$ cat config.mk
export PLATFORM = sky130hd
export DESIGN_NAME = serial_settable_time_of_day_clock
export DESIGN_NICKNAME = d
export VERILOG_FILES = /design/src/rtl/core/sstc_pkg.sv /design/src/rtl/core/serial_settable_time_of_day_clock.sv /design/src/rtl/core/sstc_line_buf.sv /design/src/rtl/core/sstc_timekeeper.sv
export VERILOG_INCLUDE_DIRS = /design/src /design/src/rtl/core
export SDC_FILE = /design/constraint.sdc
export NUM_CORES = 1
export LEC_CHECK = 0
export BUFFER_PORTS_ARGS = -buffer_cell sky130_fd_sc_hd__buf_2
export CORE_ASPECT_RATIO = 1.4
export CORE_UTILIZATION = 56
export CTS_BUF_LIST = sky130_fd_sc_hd__clkbuf_2
export CTS_CLUSTER_DIAMETER = 60
export CTS_CLUSTER_SIZE = 25
export DETAILED_ROUTE_END_ITERATION = 10
export PLACE_DENSITY = 0.78
export SLEW_MARGIN = 30
export SYNTH_ARGS = -nofsm -noshare
export SYNTH_HDL_FRONTEND = slang
export SYNTH_SLANG_ARGS = --single-unit
$ cat constraint.sdc
create_clock -name i_clk -period 3.5 [get_ports i_clk]
set_clock_uncertainty 0.1 [all_clocks]
set_input_delay 0.35 -clock i_clk [delete_from_list [all_inputs] [get_ports i_clk]]
set_output_delay 0.35 -clock i_clk [all_outputs]
set_load 0.05 [all_outputs]
$ cat src/rtl/core/serial_settable_time_of_day_clock_defines.svh
// ----------------------------------------------------------------------------
// serial_settable_time_of_day_clock_defines
// assertion macros for the time-of-day clock rtl
// ----------------------------------------------------------------------------
`ifndef SERIAL_SETTABLE_TIME_OF_DAY_CLOCK_DEFINES_SVH
`define SERIAL_SETTABLE_TIME_OF_DAY_CLOCK_DEFINES_SVH

// same-cycle implication
`define SSTC_ASSERT_NOW(label, clk, rst_n, ante, cons) \
    label: assert property (@(posedge clk) disable iff (!rst_n) (ante) |-> (cons)) \
        else $error("sstc assertion failed");

// next-cycle implication
`define SSTC_ASSERT_NEXT(label, clk, rst_n, ante, cons) \
    label: assert property (@(posedge clk) disable iff (!rst_n) (ante) |=> (cons)) \
        else $error("sstc assertion failed");

`endif

$ cat src/rtl/core/sstc_pkg.sv
// ----------------------------------------------------------------------------
// sstc_pkg
// types and constants for the serial settable time-of-day clock
// ----------------------------------------------------------------------------
package sstc_pkg;

    localparam int LINE_LIMIT_DEF = 11;
    localparam int NUM_DIGITS     = 6;
    localparam int DIGIT_BASE     = 10;
    localparam int HOURS_PER_DAY  = 24;
    localparam int MINS_PER_HOUR  = 60;
    localparam int SECS_PER_MIN   = 60;
    localparam int RESET_HOURS    = 21;
    localparam int RESET_MINUTES  = 13;
    localparam int HHMM_DIGITS    = 4;

    localparam logic [7:0] CH_LF   = 8'd10;
    localparam logic [7:0] CH_CR   = 8'd13;
    localparam logic [7:0] CH_ZERO = 8'h30;
    localparam logic [7:0] CH_NINE = 8'h39;

    typedef enum logic {
        MODE_BYTE = 1'b0,
        MODE_TICK = 1'b1
    } t_mode;

    typedef enum logic [1:0] {
        KIND_TICK  = 2'd0,
        KIND_OK    = 2'd1,
        KIND_FMT   = 2'd2,
        KIND_RANGE = 2'd3
    } t_report_kind;

    typedef struct packed {
        logic       mode;
        logic [7:0] rx_byte;
    } t_in_item;

    typedef struct packed {
        t_report_kind report_kind;
        logic [4:0]   hours;
        logic [5:0]   minutes;
        logic [5:0]   seconds;
        logic         dot_on;
    } t_out_item;

    // parsed command line handed from the line buffer to the timekeeper
    typedef struct packed {
        logic       end_line;
        logic       fmt_err;
        logic       range_err;
        logic [4:0] hh;
        logic [5:0] mm;
        logic [5:0] ss;
    } t_line_cmd;

endpackage

$ cat src/rtl/core/serial_settable_time_of_day_clock.sv
// ----------------------------------------------------------------------------
// serial_settable_time_of_day_clock
// 24-hour clock with one-second tick and serial HH:MM[:SS] time set
// ----------------------------------------------------------------------------
// Takes one item per clock cycle unless stalled: a transfer is registered in
// the input stage, processed in one pass through the line buffer and
// timekeeper, and its report (if any) is loaded into the result register as
// the item leaves the input stage. The input stage stalls while it holds an
// item and the result register is full and stalled downstream.
module serial_settable_time_of_day_clock #(
    parameter int LINE_LIMIT = sstc_pkg::LINE_LIMIT_DEF
) (
    input  logic                i_clk,
    input  logic                i_rst_n,
    input  logic                i_in_valid,
    output logic                o_in_stall,
    input  sstc_pkg::t_in_item  i_in_item,
    output logic                o_out_valid,
    input  logic                i_out_stall,
    output sstc_pkg::t_out_item o_out_item
);

    `include "serial_settable_time_of_day_clock_defines.svh"

    logic                r_in_valid;
    sstc_pkg::t_in_item  r_in_item;
    logic                r_out_valid;
    sstc_pkg::t_out_item r_out_item;

    logic                advance, has_result;
    sstc_pkg::t_line_cmd cmd;
    sstc_pkg::t_out_item result;

    assign advance    = r_in_valid && (!r_out_valid || !i_out_stall);
    assign o_in_stall = r_in_valid && !advance;

    always_ff @(posedge i_clk) begin
        if (!i_rst_n) begin
            r_in_valid <= 1'b0;
        end else if (!o_in_stall) begin
            r_in_valid <= i_in_valid;
        end
    end

    always_ff @(posedge i_clk) begin
        if (i_in_valid && !o_in_stall) begin
            r_in_item <= i_in_item;
        end
    end

    sstc_line_buf #(
        .LINE_LIMIT (LINE_LIMIT)
    ) u_line_buf (
        .i_clk   (i_clk),
        .i_rst_n (i_rst_n),
        .i_fire  (advance),
        .i_item  (r_in_item),
        .o_cmd   (cmd)
    );

    sstc_timekeeper u_timekeeper (
        .i_clk        (i_clk),
        .i_rst_n      (i_rst_n),
        .i_fire       (advance),
        .i_item       (r_in_item),
        .i_cmd        (cmd),
        .o_has_result (has_result),
        .o_result     (result)
    );

    always_ff @(posedge i_clk) begin
        if (!i_rst_n) begin
            r_out_valid <= 1'b0;
        end else if (advance && has_result) begin
            r_out_valid <= 1'b1;
        end else if (!i_out_stall) begin
            r_out_valid <= 1'b0;
        end
    end

    always_ff @(posedge i_clk) begin
        if (advance && has_result) begin
            r_out_item <= result;
        end
    end

    assign o_out_valid = r_out_valid;
    assign o_out_item  = r_out_item;

    `SSTC_ASSERT_NOW(a_time_in_range, i_clk, i_rst_n, o_out_valid,
        (o_out_item.hours < 5'(sstc_pkg::HOURS_PER_DAY))
        && (o_out_item.minutes < 6'(sstc_pkg::MINS_PER_HOUR))
        && (o_out_item.seconds < 6'(sstc_pkg::SECS_PER_MIN)))
    `SSTC_ASSERT_NEXT(a_tick_reports, i_clk, i_rst_n,
        advance && (r_in_item.mode == sstc_pkg::MODE_TICK),
        r_out_valid && (r_out_item.report_kind == sstc_pkg::KIND_TICK))
    `SSTC_ASSERT_NOW(a_stall_cause, i_clk, i_rst_n, o_in_stall,
        r_in_valid && r_out_valid && i_out_stall)

endmodule

$ cat src/rtl/core/sstc_line_buf.sv
// ----------------------------------------------------------------------------
// sstc_line_buf
// collects received bytes into a command line and parses the digits
// ----------------------------------------------------------------------------
module sstc_line_buf #(
    parameter int LINE_LIMIT = sstc_pkg::LINE_LIMIT_DEF
) (
    input  logic                i_clk,
    input  logic                i_rst_n,
    input  logic                i_fire,
    input  sstc_pkg::t_in_item  i_item,
    output sstc_pkg::t_line_cmd o_cmd
);

    localparam int LW = $clog2(LINE_LIMIT + 1);
    localparam int DW = $clog2(sstc_pkg::NUM_DIGITS + 1);

    logic [LW-1:0] r_len, n_len;
    logic [DW-1:0] r_total, n_total;
    logic [sstc_pkg::NUM_DIGITS-1:0][3:0] r_digits;

    logic       is_byte, is_eol, is_digit, keep, store;
    logic [6:0] hh, mm, ss;

    assign is_byte  = (i_item.mode == sstc_pkg::MODE_BYTE);
    assign is_eol   = (i_item.rx_byte == sstc_pkg::CH_LF) || (i_item.rx_byte == sstc_pkg::CH_CR);
    assign is_digit = i_item.rx_byte inside {[sstc_pkg::CH_ZERO:sstc_pkg::CH_NINE]};
    assign keep     = is_byte && !is_eol && (r_len < LW'(LINE_LIMIT));
    assign store    = keep && is_digit && (r_total < DW'(sstc_pkg::NUM_DIGITS));

    always_comb begin
        n_len   = r_len;
        n_total = r_total;
        if (is_byte && is_eol && r_len != '0) begin
            n_len   = '0;
            n_total = '0;
        end else if (keep) begin
            n_len = r_len + LW'(1);
            if (store) begin
                n_total = r_total + DW'(1);
            end
        end
    end

    always_ff @(posedge i_clk) begin
        if (!i_rst_n) begin
            r_len   <= '0;
            r_total <= '0;
        end else if (i_fire) begin
            r_len   <= n_len;
            r_total <= n_total;
        end
    end

    // digit store, no reset: entries at or above the count reach only results that a format error overrides
    always_ff @(posedge i_clk) begin
        if (i_fire && store) begin
            r_digits[r_total[DW-1:0]] <= i_item.rx_byte[3:0];
        end
    end

    // digit value times ten plus next digit
    function automatic logic [6:0] pair(input logic [3:0] a, input logic [3:0] b);
        pair = ({3'b0, a} << 3) + ({3'b0, a} << 1) + {3'b0, b};
    endfunction

    assign hh = pair(r_digits[0], r_digits[1]);
    assign mm = pair(r_digits[2], r_digits[3]);
    assign ss = (r_total == DW'(sstc_pkg::NUM_DIGITS)) ? pair(r_digits[4], r_digits[5]) : 7'd0;

    always_comb begin
        o_cmd.end_line  = is_byte && is_eol && (r_len != '0);
        o_cmd.fmt_err   = (r_total != DW'(sstc_pkg::HHMM_DIGITS))
                       && (r_total != DW'(sstc_pkg::NUM_DIGITS));
        o_cmd.range_err = (hh >= 7'(sstc_pkg::HOURS_PER_DAY))
                       || (mm >= 7'(sstc_pkg::MINS_PER_HOUR))
                       || (ss >= 7'(sstc_pkg::SECS_PER_MIN));
        o_cmd.hh        = hh[4:0];
        o_cmd.mm        = mm[5:0];
        o_cmd.ss        = ss[5:0];
    end

endmodule

$ cat src/rtl/core/sstc_timekeeper.sv
// ----------------------------------------------------------------------------
// sstc_timekeeper
// time registers, tick cascade, time load and report selection
// ----------------------------------------------------------------------------
module sstc_timekeeper (
    input  logic                i_clk,
    input  logic                i_rst_n,
    input  logic                i_fire,
    input  sstc_pkg::t_in_item  i_item,
    input  sstc_pkg::t_line_cmd i_cmd,
    output logic                o_has_result,
    output sstc_pkg::t_out_item o_result
);

    logic [4:0] r_hours, n_hours;
    logic [5:0] r_minutes, n_minutes;
    logic [5:0] r_seconds, n_seconds;
    logic       r_dot, n_dot;

    logic                   is_tick, sec_wrap, min_wrap, hour_wrap;
    sstc_pkg::t_report_kind kind;

    assign is_tick   = (i_item.mode == sstc_pkg::MODE_TICK);
    assign sec_wrap  = (r_seconds == 6'(sstc_pkg::SECS_PER_MIN - 1));
    assign min_wrap  = (r_minutes == 6'(sstc_pkg::MINS_PER_HOUR - 1));
    assign hour_wrap = (r_hours == 5'(sstc_pkg::HOURS_PER_DAY - 1));

    always_comb begin
        n_hours   = r_hours;
        n_minutes = r_minutes;
        n_seconds = r_seconds;
        n_dot     = r_dot;
        kind      = sstc_pkg::KIND_TICK;
        if (is_tick) begin
            n_dot     = ~r_dot;
            n_seconds = sec_wrap ? 6'd0 : r_seconds + 6'd1;
            if (sec_wrap) begin
                n_minutes = min_wrap ? 6'd0 : r_minutes + 6'd1;
                if (min_wrap) begin
                    n_hours = hour_wrap ? 5'd0 : r_hours + 5'd1;
                end
            end
        end else if (i_cmd.end_line) begin
            if (i_cmd.fmt_err) begin
                kind = sstc_pkg::KIND_FMT;
            end else if (i_cmd.range_err) begin
                kind = sstc_pkg::KIND_RANGE;
            end else begin
                kind      = sstc_pkg::KIND_OK;
                n_hours   = i_cmd.hh;
                n_minutes = i_cmd.mm;
                n_seconds = i_cmd.ss;
            end
        end
    end

    always_ff @(posedge i_clk) begin
        if (!i_rst_n) begin
            r_hours   <= 5'(sstc_pkg::RESET_HOURS);
            r_minutes <= 6'(sstc_pkg::RESET_MINUTES);
            r_seconds <= 6'd0;
            r_dot     <= 1'b0;
        end else if (i_fire) begin
            r_hours   <= n_hours;
            r_minutes <= n_minutes;
            r_seconds <= n_seconds;
            r_dot     <= n_dot;
        end
    end

    assign o_has_result         = is_tick || i_cmd.end_line;
    assign o_result.report_kind = kind;
    assign o_result.hours       = n_hours;
    assign o_result.minutes     = n_minutes;
    assign o_result.seconds     = n_seconds;
    assign o_result.dot_on      = n_dot;

endmodule
### Word level (Yosys, flattened, before mapping)

Cells that the tools add are included.

* bits in registers: 80
* latch bits: 0
* memory bits (writable): 0
* ROM bits: 0
* output and inout port bits: 22
* word-level logic and storage cells: 117
* memories: 0

* add/sub/neg operators: 11
* multipliers: 0
* div/mod/pow operators: 0
* magnitude comparators: 9
* equality and inequality tests: 9
* shift operators: 0
* multiplexer cells: 32
* bitwise operators: 3
* reduce and logical (&&, ||, !) cells: 31

Operators by type and width (number)
* 6-bit 2-to-1 mux: 11
* 5-bit 2-to-1 mux: 7
* 24-bit bitwise mux: 1
* 7-bit by 4-bit adder with 7-bit output: 3
* 7-bit by 5-bit adder with 7-bit output: 3
* 8-bit by 4-bit equality test with 1-bit output (second input constant): 2
* 7-bit by 6-bit >= comparator with 1-bit output (second input constant): 2
* 1-bit logical AND: 14
* 6-bit by 1-bit adder with 6-bit output (second input constant): 2
* 4-bit demux with 3-bit select: 1
* 6-bit equality test (second input constant): 2
* 4-bit 2-to-1 mux: 3
* 3-bit 2-to-1 mux: 3
* 8-bit by 6-bit >= comparator with 1-bit output (second input constant): 1
* 8-bit by 6-bit <= comparator with 1-bit output (second input constant): 1
* 7-bit by 5-bit >= comparator with 1-bit output (second input constant): 1
* 7-bit 2-to-1 mux: 1
* 3-bit inequality test (second input constant): 2
* 5-bit by 1-bit adder with 5-bit output (second input constant): 1
* 5-bit equality test (second input constant): 1
* 1-bit logical NOT: 5
* 1-bit logical OR: 5
* 4-bit by 1-bit adder with 4-bit output (second input constant): 1
* 3-bit by 4-bit less-than comparator with 1-bit output (second input constant): 1
* other kinds (15): 21

### Logic depth before layout (Yosys ltp)

Gate-level depths: netlist (run 1).

* depth after elaboration: 10
* gate-level depth with buffers: 13
* gate-level depth less buffers: 11

### Modules after synthesis

A second synthesis (run 1) with hierarchy kept.

* cell total of the unflattened synthesis: 422
* area total of the unflattened synthesis: 4543.1 µm²

By module, submodules not included
* sstc_line_buf: times used 1, cells each 165, area an instance 1923.1 µm², sequential area each 860.8 µm²
* sstc_timekeeper: times used 1, cells each 218, area an instance 1657.8 µm², sequential area each 360.3 µm²
* serial_settable_time_of_day_clock: times used 1, cells each 39, area an instance 962.2 µm², sequential area each 910.9 µm²

### Worst setup path after synthesis (run 1)

Ideal clock, no wire load.

* path kind: reg2reg
* start: register u_line_buf.r_digits[8] (netlist name)
* end: register r_out_item, in the netlist o_out_item[7], data pin
* library setup time: 267 ps
* arrival time: 2985 ps
* required time: 3133 ps
* path slack: 148 ps
* stages on the path, launching flop included: 12
* buffers on the path: 2
* clock period less this slack: 3352 ps
* cells stage by stage: edfxtp_1 > fa_1 > fa_1 > xor2_1 > and4_1 > a32oi_2 > o311ai_4 > or3_1 > buf_2 > buf_6 > nand3_1 > o211ai_1

RTL lines
* from (decl): line sstc_line_buf.sv:20 `logic [sstc_pkg::NUM_DIGITS-1:0][3:0] r_digits;`
* from (signal, indexed assignment): line sstc_line_buf.sv:58 `r_digits[r_total[DW-1:0]] <= i_item.rx_byte[3:0];`
* to (signal assigned): line serial_settable_time_of_day_clock.sv:83 `r_out_item <= result;`
* to (decl): line serial_settable_time_of_day_clock.sv:28 `sstc_pkg::t_out_item r_out_item;`

### Worst setup path after layout (run 1)

* start: register u_line_buf.r_digits[15] (netlist name)
* end: register u_timekeeper.r_minutes[3]

* cells in the longest elaborated chain, start to end: 8

RTL lines
* 7-bit by 4-bit adder with 7-bit output *: line sstc_line_buf.sv:64 `pair = ({3'b0, a} << 3) + ({3'b0, a} << 1) + {3'b0, b};`
* 7-bit by 6-bit >= comparator with 1-bit output: line sstc_line_buf.sv:76 `|| (mm >= 7'(sstc_pkg::MINS_PER_HOUR))`
* 1-bit logical OR: line sstc_line_buf.sv:76
* 1-bit logical OR: line sstc_line_buf.sv:77 `|| (ss >= 7'(sstc_pkg::SECS_PER_MIN));`
* 6-bit 2-to-1 mux *: line sstc_timekeeper.sv:46 `end else if (i_cmd.range_err) begin`
* 6-bit 2-to-1 mux *: line sstc_timekeeper.sv:44 `if (i_cmd.fmt_err) begin`
* 6-bit 2-to-1 mux *: line sstc_timekeeper.sv:43 `end else if (i_cmd.end_line) begin`
* 6-bit 2-to-1 mux *: line sstc_timekeeper.sv:34 `if (is_tick) begin`
* to (signal assigned): line sstc_timekeeper.sv:60 `r_minutes <= 6'(sstc_pkg::RESET_MINUTES);`
* to (signal assigned): line sstc_timekeeper.sv:65 `r_minutes <= n_minutes;`
* to (decl): line sstc_timekeeper.sv:16 `logic [5:0] r_minutes, n_minutes;`

Every way passes the cells marked *; elsewhere a longest branch is shown, timed or not.
A chain may end at the register's enable or synchronous reset.

==> results of run 1 <==
## stage by stage
step | worst slack [ps] | area [µm²] | hold slack, ps | std cells
after global placement | 117 | 4910 | 371 | 564
final | 81.1 | 5270 | 74.0 | 600
after detailed placement | -11.0 | 4910 | 397 | 564
after CTS | 15.3 | 5170 | 47.6 | 592
after global routing | -33.2 | 5270 | 77.1 | 600
after floorplan | 148 | 4580 | 349 | 433
## registers in the layout, summed over array words and instances (netlist names), 3 cells and up
name,cells
o_out_item,20
r_in_item,9
u_line_buf.r_len,4
u_timekeeper.r_seconds,6
u_line_buf.r_digits,24
u_timekeeper.r_hours,5
u_line_buf.r_total,3
u_timekeeper.r_minutes,6
## routing by layer
metal | up-vias | share of wire
met5 | - | 0
met4 | 0 | 0.041
met3 | 36 | 0.054
met2 | 171 | 0.53
met1 | 1756 | 0.38
li1 | 1749 | -
## final timing paths
kind                                      from  slack (ps)                                endpoint
max reg2reg  u_line_buf.r_digits[15]$_DFFE_PP_          80  u_timekeeper.r_minutes[3]$_SDFFE_PN1P_
min                                    i_rst_n          70  u_timekeeper.r_seconds[1]$_SDFFE_PN0P_
min reg2reg            r_in_valid$_SDFFE_PN0N_         420                o_out_valid$_SDFFE_PN0P_
max          u_line_buf.r_digits[15]$_DFFE_PP_          80  u_timekeeper.r_minutes[3]$_SDFFE_PN1P_
## power by group through the flow
stage	Combinational [mW]	Sequential [mW]	Clock, mW
floorplan	0.0598	1.08	0
global placement	0.107	1.06	0
detailed placement	0.109	1.06	0
CTS	0.119	1.04	0.581
global route	0.130	1.05	0.615
finish	0.121	1.04	0.576
## placed cells by master (no fill, tap or decap), types with 5 or more instances in the layout
cell           netlist  layout
dlygate4sd3_1        0      11
xnor2_1              7       7
buf_4                0      24
and3_1               7       7
a21o_1              12      12
a221o_1              6       6
nand3_1             23      22
edfxtp_1            53      53
inv_1               17      17
and2_1               7       7
buf_2                3      34
a21oi_1             27      27
clkbuf_2             1       9
nor4_1               6       5
nand4_1              6       6
nand2_1             35      35
nor2b_1              5       5
dfxtp_1             27      27
nor2_1              32      31
xor2_1               8       7
nor3_1               5       5
o21ai_0             18      17
ha_1                28      27
## area by class of cell
cell class	instances	area share
clock buffers	9	0.00854
well taps	100	0.0237
flip-flops and latches	80	0.404
diodes	1	0.000475
multi-input cells	316	0.443
clock inverters	7	0.0183
inverters	17	0.0121
repair buffers	70	0.0895
## what timing repair did
item	CTS	global route
hold buffers	11	0
setup endpoints to repair	3	24
setup buffers	1	7
resized for setup	0	10
pin swaps	1	8
hold endpoints to repair	11	0
## logic make-up (layout without fill, tap and decap cells)
| kind of cell | after synthesis | after routing | synth area share |
|---|---|---|---|
| compound gates | 108 | 108 | 0.171 |
| xor+xnor | 15 | 15 | 0.0287 |
| fa+ha+maj | 34 | 34 | 0.103 |
| buf+inv | 37 | 103 | 0.0331 |
| flops | 80 | 80 | 0.466 |
| mux | 5 | 5 | 0.0112 |
| other cells | 0 | 1 | 0 |
| simple gates | 154 | 154 | 0.187 |
==> metrics, run 1 <==
Max stage delay cell, worst path fa_1; dominant cell type by area after synthesis edfxtp_1; Fill cells 612; Syn-to-layout area delta 15.1%; Hold Vio Cnt, Final 0; most frequent cells after synthesis 53 x edfxtp_1, 35 x nand2_1, 32 x nor2_1; post-synthesis sequential area ratio 0.466; switching part of the total 0.252; Final setup viols 0; slew margin rel. 0.490; Setup crit start kind flip-flop; hold crit path type in -> reg; CP delay by family, top adder cells; RSZ-0062 raised after global routing yes; Total Routing Usage GR 0.265; post-DP HPWL between 7000 and 8000 µm; Syn Nets 480; Sink Count 80; Initial DRC Count 357; Cell Pwr Density 330 nW/µm²; vias in the first global route around 3600; Sequential Area ~2100 µm²; critical path required time about 4000 ps; clk slew on worst S/H paths 230 ps; htree depth 3; Reg power frac 0.600; Switch Pwr 0.438 mW; first-pass GRT wire length about 17000 µm; core area 7850 µm²; initial antenna violation count 1; Async S/R FF share, synth 0; P_int 1.30 mW; Die ar. around 8500 µm²; I/O Buffers 34; clk_lat worst skew 570 ps; Crit path arrival time 3820 ps; gr ovfl total 0; top_reg_cell synth edfxtp_1; mean post-synth cell area 10.6 µm²; Yosys reg bits 80; GRT met1 Usage 0.289; yosys warns 0; Die X-Extent approximately 80 µm; Total Neg Setup Slack 0 ps; IO Pins 35; vias 3712; antenna viol nets, final 0; fin nets 541; R2R cell count 11; hold path depth 2; Max Freq 292 MHz; crit path kind reg -> reg; crit end category flip-flop; clock network power share 0.331; max-slew violations 0; post-synth top area share 0.348; actual slew at the worst max-slew pin 758 ps; Crit path depth 11; Initial Util 0.584; CTS tree built; VDD IR max 0.255 mV; met2 Resource Use GR 0.477; DR DRC count 0; DR pass1 iterations 5; most frequent cell after synthesis edfxtp_1; Tcrit/Tclk final 0.977; utilization after layout 0.672; Buf+Inv Stages, Crit Path 2; pin count of the biggest net entering global routing 35; busiest grt layer met2; root buffer cell clkbuf_2; worst-case clock buffer depth 2; Worst path max stage delay 570 ps; top cells by area, synth edfxtp_1 35%, dfxtp_1 12%, ha_1 7.7%; per-cell routed wire length 17.8 µm; post-synthesis cell count 433; power consumption 1.74 mW; EDFF count, synth 53; leakage 2.02 nW; CTS Buf Count 9; met3 GRT Util 0.0326; # rows 38; layout cells sized above 1 0.212; Worst Path Max Fanout 7; mapped cell area 4580 µm²; status complete, no violations; min Tclk post-route 3420 ps; Routed WL 10700 µm; Avg Vias per Cell 6.19; Multi-input gate area 2330 µm²; post-synth cell types 72; max-cap viol count 0; power share of the combinational group 0.069; RD Place Congestion 0.911; critical path, cell by cell fa_1, fa_2, xor2_2, and4_1, a32oi_2, o311ai_4, buf_4, nor4_4, buf_6, a21oi_2, a221o_1; Die Ht 109 µm
Note: power is estimated with default switching activity, not from simulation.
==> run 2: changes to the inputs <==
--- a/config.mk
+++ b/config.mk
@@ -14,6 +14,7 @@
 export CTS_CLUSTER_SIZE = 25
 export DETAILED_ROUTE_END_ITERATION = 10
 export PLACE_DENSITY = 0.78
+export REMOVE_ABC_BUFFERS = 1
 export SLEW_MARGIN = 30
 export SYNTH_ARGS = -nofsm -noshare
 export SYNTH_HDL_FRONTEND = slang
==> metrics, run 2 (synthesized netlist as in run 1, its figures left out) <==
Setup WS post-layout 99.1 ps; Die Ht roughly 110 µm; worst-case clock buffer depth 2; antenna viol nets, final 0; Tcrit/Tclk final 0.972; P_int 1.24 mW; clock network power share 0.304; commonest non-fill, non-tap cell in the layout edfxtp_1; post-DP HPWL 7630 µm; min Tclk post-route 3400 ps; Final setup viols 0; Routed WL 10600 µm; Sink Count 80; crit path kind reg -> reg; DR pass1 iterations 8; initial antenna violation count 0; pin count of the biggest net entering global routing 32; met3 GRT Util 0.0360; htree depth 3; max-slew violations 0; power share of the combinational group 0.075; Cell Pwr Density 319 nW/µm²; Hold Vio Cnt, Final 0; RSZ-0062 raised after global routing yes; first-pass GRT wire length roughly 17000 µm; number of flip-flops in the largest register 24; hold crit path type in -> reg; CTS Buf Count 9; power consumption 1.68 mW; I/O Buffers 34; layout cells sized above 1 0.205; cell area after layout approximately 5300 µm²; slew margin rel. 0.486; gr ovfl total 0; leakage roughly 2 nW; Finished Layout Cells 598; Total Neg Setup Slack 0 ps; Initial DRC Count 412; root buffer cell clkbuf_2; placed cells approximately 570; vias ~3800; dpl ws -22.3 ps; per-cell routed wire length 17.7 µm; switching part of the total 0.261; Die X-Extent 78.4 µm; max-cap viol count 0; DR DRC count 0; clk slew on worst S/H paths 240 ps; crit end category flip-flop; Crit path arrival time 3630 ps; Avg Vias per Cell ~6.3; commonest non-fill, non-tap cells in the layout 53 x edfxtp_1, 35 x nand2_1, 34 x buf_2; reg2reg setup slack 100 ps; core area 7850 µm²; Total Routing Usage GR 0.261; status complete, no violations; Post-Place Cell Area about 5000 µm²; Die ar. 8550 µm²; Reg power frac 0.621; Switch Pwr ~0.44 mW; met2 Resource Use GR 0.471; IO Pins 35; fin nets 540; Initial Util 0.584; Worst Path Max Fanout 15; Syn-to-layout area delta 15.1%; # rows 38; CTS tree built; vias in the first global route 3653; clk_lat worst skew around 570 ps; actual slew at the worst max-slew pin 763 ps; Setup crit start kind flip-flop; GRT met1 Usage 0.279; RD Place Congestion between 0.8 and 0.9; VDD IR max 0.320 mV; number of diodes 0; busiest grt layer met2; Max Freq 294 MHz; critical path required time 3730 ps
## run 2: final cells by class
| type | count | area [µm²] |
|---|---|---|
| Fill cell | 617 | 2570 |
| Timing Repair Buffer | 69 | 498 |
| Sequential cell | 80 | 2130 |
| Multi-Input combinational cell | 316 | 2330 |
| Clock buffer | 10 | 50.0 |
| Inverter | 17 | 63.8 |
| Tap cell | 100 | 125 |
| Clock inverter | 6 | 67.6 |
## run 2: worst max-delay path: stages (launching register included)
cell	delay, ps
edfxtp_1	400
inv_1	60
fa_1	530
inv_1	70
fa_2	410
xor2_1	160
and3_4	200
and3_4	180
a22o_4	300
or3_1	420
buf_12	180
nand3_1	80
o211ai_1	80
## run 2: metal layers
layer | vias up | share of wire | wire length (µm)
met1 | 1798 | 0.37 | 3940
met5 | - | 0 | 0
met3 | 49 | 0.050 | 530
met2 | 160 | 0.53 | 5590
met4 | 0 | 0.050 | 526
li1 | 1755 | - | -
## run 2: power by group through the flow
stage	Combinational (mW)	Clock, mW	Sequential (mW)
4_1_cts	0.122	0.511	1.04
2_1_floorplan	0.0480	0	1.08
5_1_grt	0.134	0.546	1.05
3_3_place_gp	0.110	0	1.06
3_5_place_dp	0.113	0	1.06
6_report	0.126	0.511	1.04
## run 2: worst paths after layout
check                           depth (start not counted)                              start                                     end
worst max-delay path                                   12  u_line_buf.r_digits[16]$_DFFE_PP_                 o_out_item[7]$_DFFE_PP_
worst min-delay path                                    2                            i_rst_n  u_timekeeper.r_seconds[1]$_SDFFE_PN0P_
worst max register to register                         12  u_line_buf.r_digits[16]$_DFFE_PP_                 o_out_item[7]$_DFFE_PP_
worst min register to register                          2           o_out_valid$_SDFFE_PN0P_                o_out_valid$_SDFFE_PN0P_
## run 2: metrics by stage
| stage | hold WS, ps | utilization |
|---|---|---|
| finish | 45.0 | 0.672 |
| global route | 32.7 | 0.672 |
| CTS | 21.0 | 0.663 |
| detailed placement | 385 | 0.633 |
| global placement | 370 | 0.633 |
| floorplan | 340 | - |
## run 2: what timing repair did
item / CTS / global route
setup endpoints to repair: 1 / 25
pin swaps: 1 / 3
hold buffers: 11 / 0
gates resized for setup: 0 / 7
buffers inserted: 1 / 4
endpoints found under the hold margin: 11 / 0
==> run 3: changes to the inputs <==
--- a/config.mk
+++ b/config.mk
@@ -8,12 +8,12 @@
 export LEC_CHECK = 0
 export BUFFER_PORTS_ARGS = -buffer_cell sky130_fd_sc_hd__buf_2
 export CORE_ASPECT_RATIO = 1.4
-export CORE_UTILIZATION = 56
+export CORE_UTILIZATION = 62
 export CTS_BUF_LIST = sky130_fd_sc_hd__clkbuf_2
 export CTS_CLUSTER_DIAMETER = 60
 export CTS_CLUSTER_SIZE = 25
 export DETAILED_ROUTE_END_ITERATION = 10
-export PLACE_DENSITY = 0.78
+export PLACE_DENSITY = 0.82
 export REMOVE_ABC_BUFFERS = 1
 export SLEW_MARGIN = 30
 export SYNTH_ARGS = -nofsm -noshare
==> constraint.sdc (replaced) <==
create_clock -name i_clk -period 3.6 [get_ports i_clk]
set_clock_uncertainty 0.1 [all_clocks]
set_input_delay 0.36 -clock i_clk [delete_from_list [all_inputs] [get_ports i_clk]]
set_output_delay 0.36 -clock i_clk [all_outputs]
set_load 0.05 [all_outputs]
==> metrics, run 3 (synthesized netlist as in run 1, its figures left out) <==
status complete, no violations; Avg Vias per Cell 6.28; Crit path arrival time 3740 ps; critical path, cell by cell inv_1, fa_1, inv_1, fa_1, xor2_1, and3_4, and3_4, a22o_4, nor3_4, mux2i_1, o21ai_0; layout cells sized above 1 0.191; post-DP HPWL 7430 µm; Post-Place Cell Area 4890 µm²; utilization after layout 0.731; Cell Pwr Density between 300 and 400 nW/µm²; min Tclk post-route 3510 ps; antenna viol nets, final 0; crit end category flip-flop; core area 7070 µm²; busiest grt layer met2; Final setup viols 0; RD Place Congestion 0.870; root buffer cell clkbuf_2; actual slew at the worst max-slew pin between 700 and 800 ps; met3 GRT Util 0.0554; I/O Buffers 34; Routed WL 10200 µm; Total Neg Setup Slack 0 ps; CTS tree built; Die X-Extent 74.6 µm; pin count of the biggest net entering global routing 28; vias in the first global route 3625; slew margin rel. 0.490; number of diodes 0; Syn-to-layout area delta 12.9%; placed cells 557; Die Ht 104 µm; # rows 36; leakage 1.99 nW; hold_ws 101 ps; initial antenna violation count 0; Setup crit start kind flip-flop; worst-case clock buffer depth 2; crit path kind reg -> reg; Hold Vio Cnt, Final 0; commonest non-fill, non-tap cell in the layout edfxtp_1; commonest non-fill, non-tap cells in the layout 53 x edfxtp_1, 35 x nand2_1, 34 x buf_2; DR pass1 iterations 5; gr ovfl total 0; max-slew violations 0; critical path required time 3830 ps; per-cell routed wire length 17.4 µm; Finished Layout Cells 587; CTS Buf Count 9; number of flip-flops in the largest register 24; IO Pins 35; Max Freq 285 MHz; Initial DRC Count 351; Worst path max stage delay 530 ps; Die ar. 7740 µm²; Total Routing Usage GR 0.278; vias between 3000 and 4000; hold crit path type in -> reg; Initial Util 0.648; Max stage delay cell, worst path fa_1; Worst Path Max Fanout 7; max-cap viol count 0; cell area after layout 5170 µm²; GRT met1 Usage 0.299; VDD IR max around 0.35 mV; DR DRC count 0; RSZ-0062 raised after global routing yes; met2 Resource Use GR 0.486; Tcrit/Tclk final 0.975; clk_lat worst skew 550 ps; clk slew on worst S/H paths 220 ps; Sink Count 80; fin nets 534; htree depth 3; first-pass GRT wire length 16200 µm
==> run 3: critical path: cells and delay by family, from the launching register on <==
| family | cells | cell delay (ps) |
|---|---|---|
| AOI/OAI and AO/OA | 2 | 430 |
| xor gates and xnor gates | 1 | 160 |
| muxes | 1 | 300 |
| DFF | 1 | 400 |
| and+or+nand+nor | 3 | 780 |
| adders and majority gates | 2 | 990 |
| buffers and inverters | 2 | 130 |
==> run 3: metal layers <==
layer | share of wire | vias up
li1 | - | 1731
met1 | 0.37 | 1737
met2 | 0.52 | 176
met3 | 0.063 | 43
met4 | 0.040 | 0
met5 | 0 | -
==> run 3: power breakdown <==
part           total, mW  internal [mW]  switching, mW
logic              0.116         0.0407         0.0755
registers           1.02          0.997         0.0192
clock network      0.504          0.167          0.337
total               1.64           1.20          0.431
==> run 3: cell type report <==
cell class,instances,area [µm²]
multi-input cells,316,2310
flip-flops and latches,80,2130
fillers,523,1900
repair buffers,63,419
well taps,95,119
clock inverters,7,80.1
inverters,17,63.8
clock buffers,9,45.0
==> run 3: final timing paths <==
kind                                startpoint                                endpoint  slack, ps  cells after the start
min reg2reg           o_out_valid$_SDFFE_PN0P_                o_out_valid$_SDFFE_PN0P_        430                      2
min                                    i_rst_n  u_timekeeper.r_minutes[5]$_SDFFE_PN0P_        100                      2
max reg2reg  u_line_buf.r_digits[16]$_DFFE_PP_                o_out_item[11]$_DFFE_PP_         90                     11
max          u_line_buf.r_digits[16]$_DFFE_PP_                o_out_item[11]$_DFFE_PP_         90                     11
==> run 3: stage by stage <==
stage / worst slack [ps] / total power, mW
after floorplan: 251 / 1.10
after global placement: 127 / 1.14
after detailed placement: 40.8 / 1.14
after CTS: 32.3 / 1.64
after global routing: 1.78 / 1.69
final: 88.5 / 1.64
==> run 3: repair_timing <==
action                                 CTS  global route
hold buffers                            11             0
endpoints found under the hold margin   11             0
buffers inserted                         0             3
setup endpoints to repair                0            19
resized for setup                        0             4
